File: src/rtl/sorted_priority_queue_core_defines.svh
// Assertion macros shared by the sorted priority queue RTL.
// No dependencies; included by the modules that carry assertions.
`ifndef SORTED_PRIORITY_QUEUE_CORE_DEFINES_SVH
`define SORTED_PRIORITY_QUEUE_CORE_DEFINES_SVH

// Same-cycle implication, checked while out of reset
`define SPQ_ASSERT_IMP(label, clk, rst_n, ante, cons, msg) \
	label: assert property (@(posedge clk) disable iff (!rst_n) (ante) |-> (cons)) \
		else $error(msg);

// Next-cycle implication, checked while out of reset
`define SPQ_ASSERT_NXT(label, clk, rst_n, ante, cons, msg) \
	label: assert property (@(posedge clk) disable iff (!rst_n) (ante) |=> (cons)) \
		else $error(msg);

`endif

File: src/rtl/spq_pkg.sv
// Shared types and constants for the sorted priority queue.
// No dependencies; imported by every module of the block.
package spq_pkg;

	localparam int unsigned SPQ_DEPTH          = 16;
	localparam int unsigned SPQ_VALUE_WIDTH    = 32;
	localparam int unsigned SPQ_PRIORITY_WIDTH = 16;

	// Command queue between front and back
	localparam int unsigned FQ_DEPTH = 2;
	localparam int unsigned FQ_PTR_W = $clog2(FQ_DEPTH);
	localparam int unsigned FQ_CNT_W = $clog2(FQ_DEPTH + 1);

	typedef enum logic {
		OP_ENQ = 1'b0,
		OP_DEQ = 1'b1
	} op_t;

	typedef enum logic [1:0] {
		ST_DONE  = 2'd0,
		ST_EMPTY = 2'd1,
		ST_FULL  = 2'd2
	} status_t;

	// Control side of a queued command word
	typedef struct packed {
		logic valid;
		op_t  op;
	} cmd_ctl_t;

endpackage

File: src/rtl/spq_front.sv
// Front end: accepts input words, decodes the operation and buffers them in a
// short command queue ahead of the slot array. Depends on spq_pkg.
`include "sorted_priority_queue_core_defines.svh"
module spq_front #(
	parameter int unsigned VALUE_WIDTH    = spq_pkg::SPQ_VALUE_WIDTH,
	parameter int unsigned PRIORITY_WIDTH = spq_pkg::SPQ_PRIORITY_WIDTH
) (
	input  logic                             clk,
	input  logic                             arst_n,
	input  logic                             item_valid,
	output logic                             item_stall,
	input  logic                             kind,
	input  logic [VALUE_WIDTH-1:0]           item_value,
	input  logic signed [PRIORITY_WIDTH-1:0] item_priority,
	output spq_pkg::cmd_ctl_t                cmd_ctl,
	output logic [VALUE_WIDTH-1:0]           cmd_value,
	output logic signed [PRIORITY_WIDTH-1:0] cmd_priority,
	input  logic                             cmd_stall
);
	import spq_pkg::*;

	op_t                             op_q  [FQ_DEPTH];
	logic [VALUE_WIDTH-1:0]          val_q [FQ_DEPTH];
	logic signed [PRIORITY_WIDTH-1:0] pri_q [FQ_DEPTH];
	logic [FQ_PTR_W-1:0]             wr_ptr_q;
	logic [FQ_PTR_W-1:0]             rd_ptr_q;
	logic [FQ_CNT_W-1:0]             cnt_q;
	logic                            push;
	logic                            pop;

	// Stall the sender while the queue is full
	assign item_stall = (cnt_q == FQ_CNT_W'(FQ_DEPTH));
	assign push       = item_valid && !item_stall;
	assign pop        = cmd_ctl.valid && !cmd_stall;

	// Present the oldest word to the back end
	assign cmd_ctl.valid = (cnt_q != '0);
	assign cmd_ctl.op    = op_q[rd_ptr_q];
	assign cmd_value     = val_q[rd_ptr_q];
	assign cmd_priority  = pri_q[rd_ptr_q];

	// Decode and store the incoming word
	always_ff @(posedge clk) begin
		if (push) begin
			op_q[wr_ptr_q]  <= op_t'(kind);
			val_q[wr_ptr_q] <= item_value;
			pri_q[wr_ptr_q] <= item_priority;
		end
	end

	// Advance pointers and fill count
	always_ff @(posedge clk or negedge arst_n) begin
		if (!arst_n) begin
			wr_ptr_q <= '0;
			rd_ptr_q <= '0;
			cnt_q    <= '0;
		end else begin
			if (push) begin
				wr_ptr_q <= wr_ptr_q + 1'b1;
			end
			if (pop) begin
				rd_ptr_q <= rd_ptr_q + 1'b1;
			end
			if (push && !pop) begin
				cnt_q <= cnt_q + 1'b1;
			end else if (pop && !push) begin
				cnt_q <= cnt_q - 1'b1;
			end
		end
	end

	`SPQ_ASSERT_IMP(a_fq_bound, clk, arst_n, 1'b1, cnt_q <= FQ_CNT_W'(FQ_DEPTH), "command queue overfilled")
	`SPQ_ASSERT_NXT(a_fq_fill, clk, arst_n, push && !pop, cnt_q == $past(cnt_q) + 1'b1, "push lost in command queue")
	`SPQ_ASSERT_IMP(a_fq_ptrs, clk, arst_n, cnt_q == '0, wr_ptr_q == rd_ptr_q, "empty queue with split pointers")

endmodule

File: src/rtl/spq_back.sv
// Back end: sorted slot array that inserts or removes one entry per cycle unless
// the held result stalls it, plus the result output register. Depends on spq_pkg.
`include "sorted_priority_queue_core_defines.svh"
module spq_back #(
	parameter int unsigned DEPTH          = spq_pkg::SPQ_DEPTH,
	parameter int unsigned VALUE_WIDTH    = spq_pkg::SPQ_VALUE_WIDTH,
	parameter int unsigned PRIORITY_WIDTH = spq_pkg::SPQ_PRIORITY_WIDTH,
	parameter int unsigned CNT_W          = $clog2(DEPTH + 1)
) (
	input  logic                             clk,
	input  logic                             arst_n,
	input  spq_pkg::cmd_ctl_t                cmd_ctl,
	input  logic [VALUE_WIDTH-1:0]           cmd_value,
	input  logic signed [PRIORITY_WIDTH-1:0] cmd_priority,
	output logic                             cmd_stall,
	output logic                             result_valid,
	input  logic                             result_stall,
	output logic [1:0]                       status,
	output logic [VALUE_WIDTH-1:0]           out_value,
	output logic signed [PRIORITY_WIDTH-1:0] out_priority,
	output logic [CNT_W-1:0]                 occupancy
);
	import spq_pkg::*;

	// Slot 0 holds the entry that leaves next
	logic [VALUE_WIDTH-1:0]           val_q [DEPTH];
	logic signed [PRIORITY_WIDTH-1:0] pri_q [DEPTH];
	logic [VALUE_WIDTH-1:0]           val_d [DEPTH];
	logic signed [PRIORITY_WIDTH-1:0] pri_d [DEPTH];
	logic [DEPTH-1:0]                 ge;
	logic [CNT_W-1:0]                 count_q;
	logic [CNT_W-1:0]                 count_d;

	logic                             res_valid_q;
	status_t                          status_q;
	logic [VALUE_WIDTH-1:0]           out_value_q;
	logic signed [PRIORITY_WIDTH-1:0] out_pri_q;
	logic [CNT_W-1:0]                 occ_q;

	logic cmd_fire;
	logic full;
	logic empty;
	logic do_enq;
	logic do_deq;

	assign cmd_stall = res_valid_q && result_stall;
	assign cmd_fire  = cmd_ctl.valid && !cmd_stall;
	assign full      = (count_q == CNT_W'(DEPTH));
	assign empty     = (count_q == '0);
	assign do_enq    = cmd_fire && (cmd_ctl.op == OP_ENQ) && !full;
	assign do_deq    = cmd_fire && (cmd_ctl.op == OP_DEQ) && !empty;

	// Per-slot insert or shift decision
	for (genvar i = 0; i < DEPTH; i++) begin : g_slot
		// Slot stays ahead of the new word when it is held and not lower
		assign ge[i] = (CNT_W'(i) < count_q) && (pri_q[i] >= cmd_priority);
		if (i == DEPTH - 1) begin : g_tail
			logic prev_ge;
			assign prev_ge = ge[i-1];
			always_comb begin
				if (do_deq) begin
					val_d[i] = val_q[i];
					pri_d[i] = pri_q[i];
				end else if (ge[i]) begin
					val_d[i] = val_q[i];
					pri_d[i] = pri_q[i];
				end else if (prev_ge) begin
					val_d[i] = cmd_value;
					pri_d[i] = cmd_priority;
				end else begin
					val_d[i] = val_q[i-1];
					pri_d[i] = pri_q[i-1];
				end
			end
		end else if (i == 0) begin : g_first
			always_comb begin
				if (do_deq) begin
					val_d[i] = val_q[i+1];
					pri_d[i] = pri_q[i+1];
				end else if (ge[i]) begin
					val_d[i] = val_q[i];
					pri_d[i] = pri_q[i];
				end else begin
					val_d[i] = cmd_value;
					pri_d[i] = cmd_priority;
				end
			end
		end else begin : g_mid
			logic prev_ge;
			assign prev_ge = ge[i-1];
			always_comb begin
				if (do_deq) begin
					val_d[i] = val_q[i+1];
					pri_d[i] = pri_q[i+1];
				end else if (ge[i]) begin
					val_d[i] = val_q[i];
					pri_d[i] = pri_q[i];
				end else if (prev_ge) begin
					val_d[i] = cmd_value;
					pri_d[i] = cmd_priority;
				end else begin
					val_d[i] = val_q[i-1];
					pri_d[i] = pri_q[i-1];
				end
			end
		end
	end

	// Update the slot array on a successful operation
	always_ff @(posedge clk) begin
		if (do_enq || do_deq) begin
			for (int i = 0; i < DEPTH; i++) begin
				val_q[i] <= val_d[i];
				pri_q[i] <= pri_d[i];
			end
		end
	end

	always_comb begin
		count_d = count_q;
		if (do_enq) begin
			count_d = count_q + 1'b1;
		end else if (do_deq) begin
			count_d = count_q - 1'b1;
		end
	end

	// Hold the entry count and result valid
	always_ff @(posedge clk or negedge arst_n) begin
		if (!arst_n) begin
			count_q     <= '0;
			res_valid_q <= 1'b0;
		end else begin
			count_q <= count_d;
			if (cmd_fire) begin
				res_valid_q <= 1'b1;
			end else if (!result_stall) begin
				res_valid_q <= 1'b0;
			end
		end
	end

	// Load the result word
	always_ff @(posedge clk) begin
		if (cmd_fire) begin
			occ_q <= count_d;
			if (do_deq) begin
				status_q    <= ST_DONE;
				out_value_q <= val_q[0];
				out_pri_q   <= pri_q[0];
			end else begin
				out_value_q <= '0;
				out_pri_q   <= '0;
				if (do_enq) begin
					status_q <= ST_DONE;
				end else if (cmd_ctl.op == OP_DEQ) begin
					status_q <= ST_EMPTY;
				end else begin
					status_q <= ST_FULL;
				end
			end
		end
	end

	assign result_valid = res_valid_q;
	assign status       = status_q;
	assign out_value    = out_value_q;
	assign out_priority = out_pri_q;
	assign occupancy    = occ_q;

	`SPQ_ASSERT_IMP(a_cnt_bound, clk, arst_n, 1'b1, count_q <= CNT_W'(DEPTH), "entry count above depth")
	`SPQ_ASSERT_NXT(a_enq_count, clk, arst_n, do_enq, count_q == $past(count_q) + 1'b1, "insert did not grow the queue")
	`SPQ_ASSERT_IMP(a_full_occ, clk, arst_n, res_valid_q && (status_q == ST_FULL), occ_q == CNT_W'(DEPTH), "full status on a queue that is not full")
	`SPQ_ASSERT_IMP(a_sorted, clk, arst_n, count_q >= CNT_W'(2), pri_q[0] >= pri_q[1], "head slots out of order")

endmodule

File: src/rtl/sorted_priority_queue_core.sv
// Sorted priority queue, top level.
// Input channel (item_valid/item_stall): kind 0 enqueues item_value with the
// signed item_priority, kind 1 dequeues the highest-priority entry; equal
// priorities leave in arrival order.
// Output channel (result_valid/result_stall): one word per input word with
// status (done, dequeue on empty, enqueue on full), the removed value and
// priority (zero unless a dequeue succeeded) and the occupancy afterwards.
// A word accepted on the input is written into the command queue and, once the
// back end takes it, carried out on the slot array while loading the result register.
// Throughput: one word per cycle while the receiver does not stall; the slot array
// compares every slot in parallel to insert or remove an entry.
// Reset empties the queue and the two-word command queue.
// When the receiver stalls, the result register holds, the slot array stops,
// and the command queue takes up to two more words before item_stall rises.
// Depends on spq_pkg, spq_front and spq_back.
module sorted_priority_queue_core #(
	parameter int unsigned DEPTH          = spq_pkg::SPQ_DEPTH,
	parameter int unsigned VALUE_WIDTH    = spq_pkg::SPQ_VALUE_WIDTH,
	parameter int unsigned PRIORITY_WIDTH = spq_pkg::SPQ_PRIORITY_WIDTH,
	parameter int unsigned CNT_W          = $clog2(DEPTH + 1)
) (
	input  logic                             clk,
	input  logic                             arst_n,
	input  logic                             item_valid,
	output logic                             item_stall,
	input  logic                             kind,
	input  logic [VALUE_WIDTH-1:0]           item_value,
	input  logic signed [PRIORITY_WIDTH-1:0] item_priority,
	output logic                             result_valid,
	input  logic                             result_stall,
	output logic [1:0]                       status,
	output logic [VALUE_WIDTH-1:0]           out_value,
	output logic signed [PRIORITY_WIDTH-1:0] out_priority,
	output logic [CNT_W-1:0]                 occupancy
);
	import spq_pkg::*;

	cmd_ctl_t                         cmd_ctl;
	logic [VALUE_WIDTH-1:0]           cmd_value;
	logic signed [PRIORITY_WIDTH-1:0] cmd_priority;
	logic                             cmd_stall;

	// Accept and queue input words
	spq_front #(
		.VALUE_WIDTH    (VALUE_WIDTH),
		.PRIORITY_WIDTH (PRIORITY_WIDTH)
	) u_front (
		.clk           (clk),
		.arst_n        (arst_n),
		.item_valid    (item_valid),
		.item_stall    (item_stall),
		.kind          (kind),
		.item_value    (item_value),
		.item_priority (item_priority),
		.cmd_ctl       (cmd_ctl),
		.cmd_value     (cmd_value),
		.cmd_priority  (cmd_priority),
		.cmd_stall     (cmd_stall)
	);

	// Carry out operations on the slot array
	spq_back #(
		.DEPTH          (DEPTH),
		.VALUE_WIDTH    (VALUE_WIDTH),
		.PRIORITY_WIDTH (PRIORITY_WIDTH),
		.CNT_W          (CNT_W)
	) u_back (
		.clk          (clk),
		.arst_n       (arst_n),
		.cmd_ctl      (cmd_ctl),
		.cmd_value    (cmd_value),
		.cmd_priority (cmd_priority),
		.cmd_stall    (cmd_stall),
		.result_valid (result_valid),
		.result_stall (result_stall),
		.status       (status),
		.out_value    (out_value),
		.out_priority (out_priority),
		.occupancy    (occupancy)
	);

endmodule
File: config.mk
export PLATFORM = sky130hd
export DESIGN_NAME = sorted_priority_queue_core
export DESIGN_NICKNAME = d
export VERILOG_FILES = /design/src/rtl/spq_pkg.sv /design/src/rtl/spq_front.sv /design/src/rtl/spq_back.sv /design/src/rtl/sorted_priority_queue_core.sv
export VERILOG_INCLUDE_DIRS = /design/src /design/src/rtl
export SDC_FILE = /design/constraint.sdc
export NUM_CORES = 2
export LEC_CHECK = 0
export BUFFER_PORTS_ARGS = -buffer_cell sky130_fd_sc_hd__buf_2
export CORE_AREA = 5 5 297 299
export CTS_BUF_LIST = sky130_fd_sc_hd__clkbuf_2
export DETAILED_ROUTE_END_ITERATION = 10
export DIE_AREA = 0 0 302 304
export PLACE_DENSITY = 0.77
export SLEW_MARGIN = 30
export SYNTH_ARGS = -nofsm -noshare
export SYNTH_HDL_FRONTEND = slang
export SYNTH_HIERARCHICAL = 1
export SYNTH_SLANG_ARGS = --single-unit
File: constraint.sdc
create_clock -name clk -period 7 [get_ports clk]
set_input_delay 1.4 -clock clk [delete_from_list [all_inputs] [get_ports clk]]
set_output_delay 1.4 -clock clk [all_outputs]
set_load 0.005 [all_outputs]
==> impl_metrics.py <==
metrics = {
    "floorplanning": {
        "start_util": 0.5870,
        "die_h_um": 304,
        "die_w_um": 302,
        "die_area_um2": 91810,
        "core_area_um2": 84880,
        "io_pins": 110,
        "placementRows": 107,
    },
    "global_routing": {
        "grt_overflow": 0,
        "grt_pass1_vias": 37868,
        "grt_pass1_wl_mm": 226.2,
        "grt_max_degree": 205,
        "gr-usage-all-layers": 0.3198,
        "antenna_found_initial": 3,
    },
    "route": {
        "route.detailed.drc": 0,
        "via_per_inst": 6.643,
        "ant_nets": 0,
        "drt_pre_antenna_iters": 6,
        "drt-wirelength-per-cell_um": 25.76,
        "num_vias": 39224,
        "wl_mm": 152.1,
        "drt_iter0_markers": 5900,
    },
    "job": {
        "drv_cap": 0,
    },
    "final_layout": {
        "area_growth_pct": 8.747,
        "design_area_um2": 54180,
        "drive_above_1_share": 0.1842,
        "final_nets": 4901,
    },
    "timing": {
        "hold_violations": 0,
        "finClkSkew_ps": 150.7,
        "rsz0062_at_grt": "no",
        "max_clock_freq_mhz": 170.4,
        "setup_viol": 0,
        "worstMarginPinSlew_ps": 1041,
        "finalMaxSlewViolations": 0,
        "period_needed_ps": 5870,
        "post-route-period-util": 0.8386,
        "max_slew_margin": 0.3035,
        "setup_tns_ps": 0,
    },
    "worst_setup_path": {
        "cp-start-kind": "flip-flop",
        "path_depth": 11,
        "crit_path_max_incr_delay_ps": 770,
        "arrival_ps": 6930,
        "path_class": "reg2reg",
        "end_kind": "flip-flop",
        "cpMaxStageDelayCell": "o21ai_4",
        "r2r_start": "u_front/rd_ptr_q$_DFFE_PN0P_",
        "crit_top_cell": "buf_4",
        "crit_path_max_fanout": 34,
        "cpLargestDelayFamily": "compound AO/OA/AOI/OAI gates",
        "path_cells": "buf_4 -> mux2_4 -> inv_1 -> ha_1 -> a21o_1 -> a211oi_1 -> nor3_1 -> o31ai_1 -> a21oi_1 -> o21ai_4 -> buf_4",
        "crit_start": "u_front/rd_ptr_q$_DFFE_PN0P_",
        "r2r_end": "u_back/val_q[0][50]$_DFFE_PP_",
        "worst-r2r-setup-slack_ps": 1130,
        "path_buf_inv": 3,
        "reg2regPathDepth": 11,
        "worstPathRequired_ps": 8060,
        "endpoint": "u_back/val_q[0][50]$_DFFE_PP_",
    },
    "clocking": {
        "cts_hold_buf": 49,
        "post_cts_buffers": 0,
        "cts_made_buffers": 234,
        "clock_sinks": 931,
        "clk_pin_slew_ps": 110,
        "clock_latency_ps": 1540,
        "cts_tree": "yes",
        "cts_resized": 0,
        "clock_path_buffers": 3,
        "cts.htree.levels": 4,
        "cts_root_buf": "clkbuf_2",
    },
    "synth": {
        "synth-seq-cells": 931,
        "yosysMostFrequentCell": "edfxtp_1",
        "synthTopCellsByArea": "edfxtp_1 56%, ha_1 6.5%, a21oi_1 5.6%, mux2i_1 5.1%, nand2_1 4.2%",
        "syn-num-nets": 4781,
        "synthFlopType": "edfxtp_1",
        "synth-edff-count": 921,
        "yosys-top-cells-count": "921 x edfxtp_1, 562 x nand2_1, 560 x a21oi_1",
        "async_reset_ff_frac": 0.01074,
        "synth.avg_cell_area_um2": 11.15,
        "yosysWarnings": 6,
        "synthCells": 4468,
        "synth_cell_types": 63,
        "synth_top_cell_by_area": "edfxtp_1",
        "netlist_area_um2": 49820,
        "yosysSeqAreaShare": 0.5601,
        "yosys.area.top_type_share": 0.5551,
    },
    "place": {
        "place_hpwl_mm": 92.10,
        "numPortBuffers": 109,
        "dpl_cell_area_um2": 51420,
        "gp_congestion": 0.9838,
    },
    "status": {
        "status": "completed",
    },
    "min_path": {
        "hp-class": "in2reg",
        "hold_path_depth": 1,
    },
}
-- stage by stage --
stage / setup WS (ps) / instances / hold slack, ps / util
after global routing: 996.8 / 5905 / 46.93 / 0.6383
final: 1130 / 5905 / 159.4 / 0.6383
after floorplan: 333.4 / 4468 / 456.4 / -
after global placement: 1397 / 5443 / 485.0 / 0.6049
after detailed placement: 1195 / 5445 / 482.9 / 0.6058
after CTS: 1146 / 5902 / 10.43 / 0.6377
-- state kept, by name (all words and copies together), names as in the netlist --
signal,cells
u_front/cnt_q,2
u_front/rd_ptr_q,1
u_front/wr_ptr_q,1
u_front/val_q,64
u_back/pri_q,256
u_back/result_valid,1
u_back/count_q,5
u_front/pri_q,32
u_back/out_priority,16
u_back/occupancy,5
u_front/op_q,2
u_back/status,2
u_back/val_q,512
u_back/out_value,32
-- kinds of logic (layout without fill, tap and decap cells) --
| kind of cell | Yosys count | in the layout | synth area share |
|---|---|---|---|
| AO/OA/AOI/OAI | 1226 | 1226 | 0.1483 |
| multiplexers | 349 | 349 | 0.07624 |
| flip-flops | 931 | 931 | 0.5601 |
| AND/OR/NAND/NOR | 1293 | 1293 | 0.1152 |
| other | 0 | 1 | 0 |
| adder cells (fa/ha/maj) | 260 | 260 | 0.06529 |
| XOR/XNOR | 8 | 8 | 0.001406 |
| buffers and inverters | 401 | 693 | 0.03348 |
-- how the worst min path moves through the flow --
| stage | to | start | slack [ps] |
|---|---|---|---|
| floorplan | u_front/cnt_q[1]$_DFFE_PN0P_ | u_front/cnt_q[1]$_DFFE_PN0P_ | 460 |
| CTS | u_front/val_q[0][0]$_DFFE_PP_ | item_value[0] | 10 |
| global route | u_front/val_q[1][0]$_DFFE_PP_ | item_value[0] | 50 |
| finish | u_front/val_q[0][0]$_DFFE_PP_ | item_value[0] | 160 |
| global placement | u_front/cnt_q[1]$_DFFE_PN0P_ | u_front/cnt_q[1]$_DFFE_PN0P_ | 480 |
| detailed placement | u_front/cnt_q[1]$_DFFE_PN0P_ | u_front/cnt_q[1]$_DFFE_PN0P_ | 480 |
-- layout make-up --
type,instances,area (µm²)
clock buffer,323,1617
antenna,1,2.502
timing repair buffer,235,1827
inverter,50,188.9
multi-input combinational,3136,20610
sequential,931,27910
fill,6646,30700
clock inverter,85,596.8
tap,1144,1431
-- per-layer routing --
layer  share of wire  track usage
met1            0.38       0.4396
met2            0.45       0.4786
met3            0.13      0.07776
met4           0.049       0.1581
met5               0            0
-- placed cells by master (no fill, tap or decap), types with 51 or more instances in the layout --
cell type	count
nand2_1	556
buf_2	109
or2_2	95
ha_1	260
nand3_1	148
o221a_2	92
and2_1	51
nor2_1	314
edfxtp_1	921
o21ai_0	156
a21oi_1	558
clkbuf_2	323
buf_4	59
o211ai_1	140
o21ai_1	149
mux2i_1	250
Power is left out: the tool's default activity adds up to more than one toggle a clock period on the data nets, which glitch-free logic cannot reach.
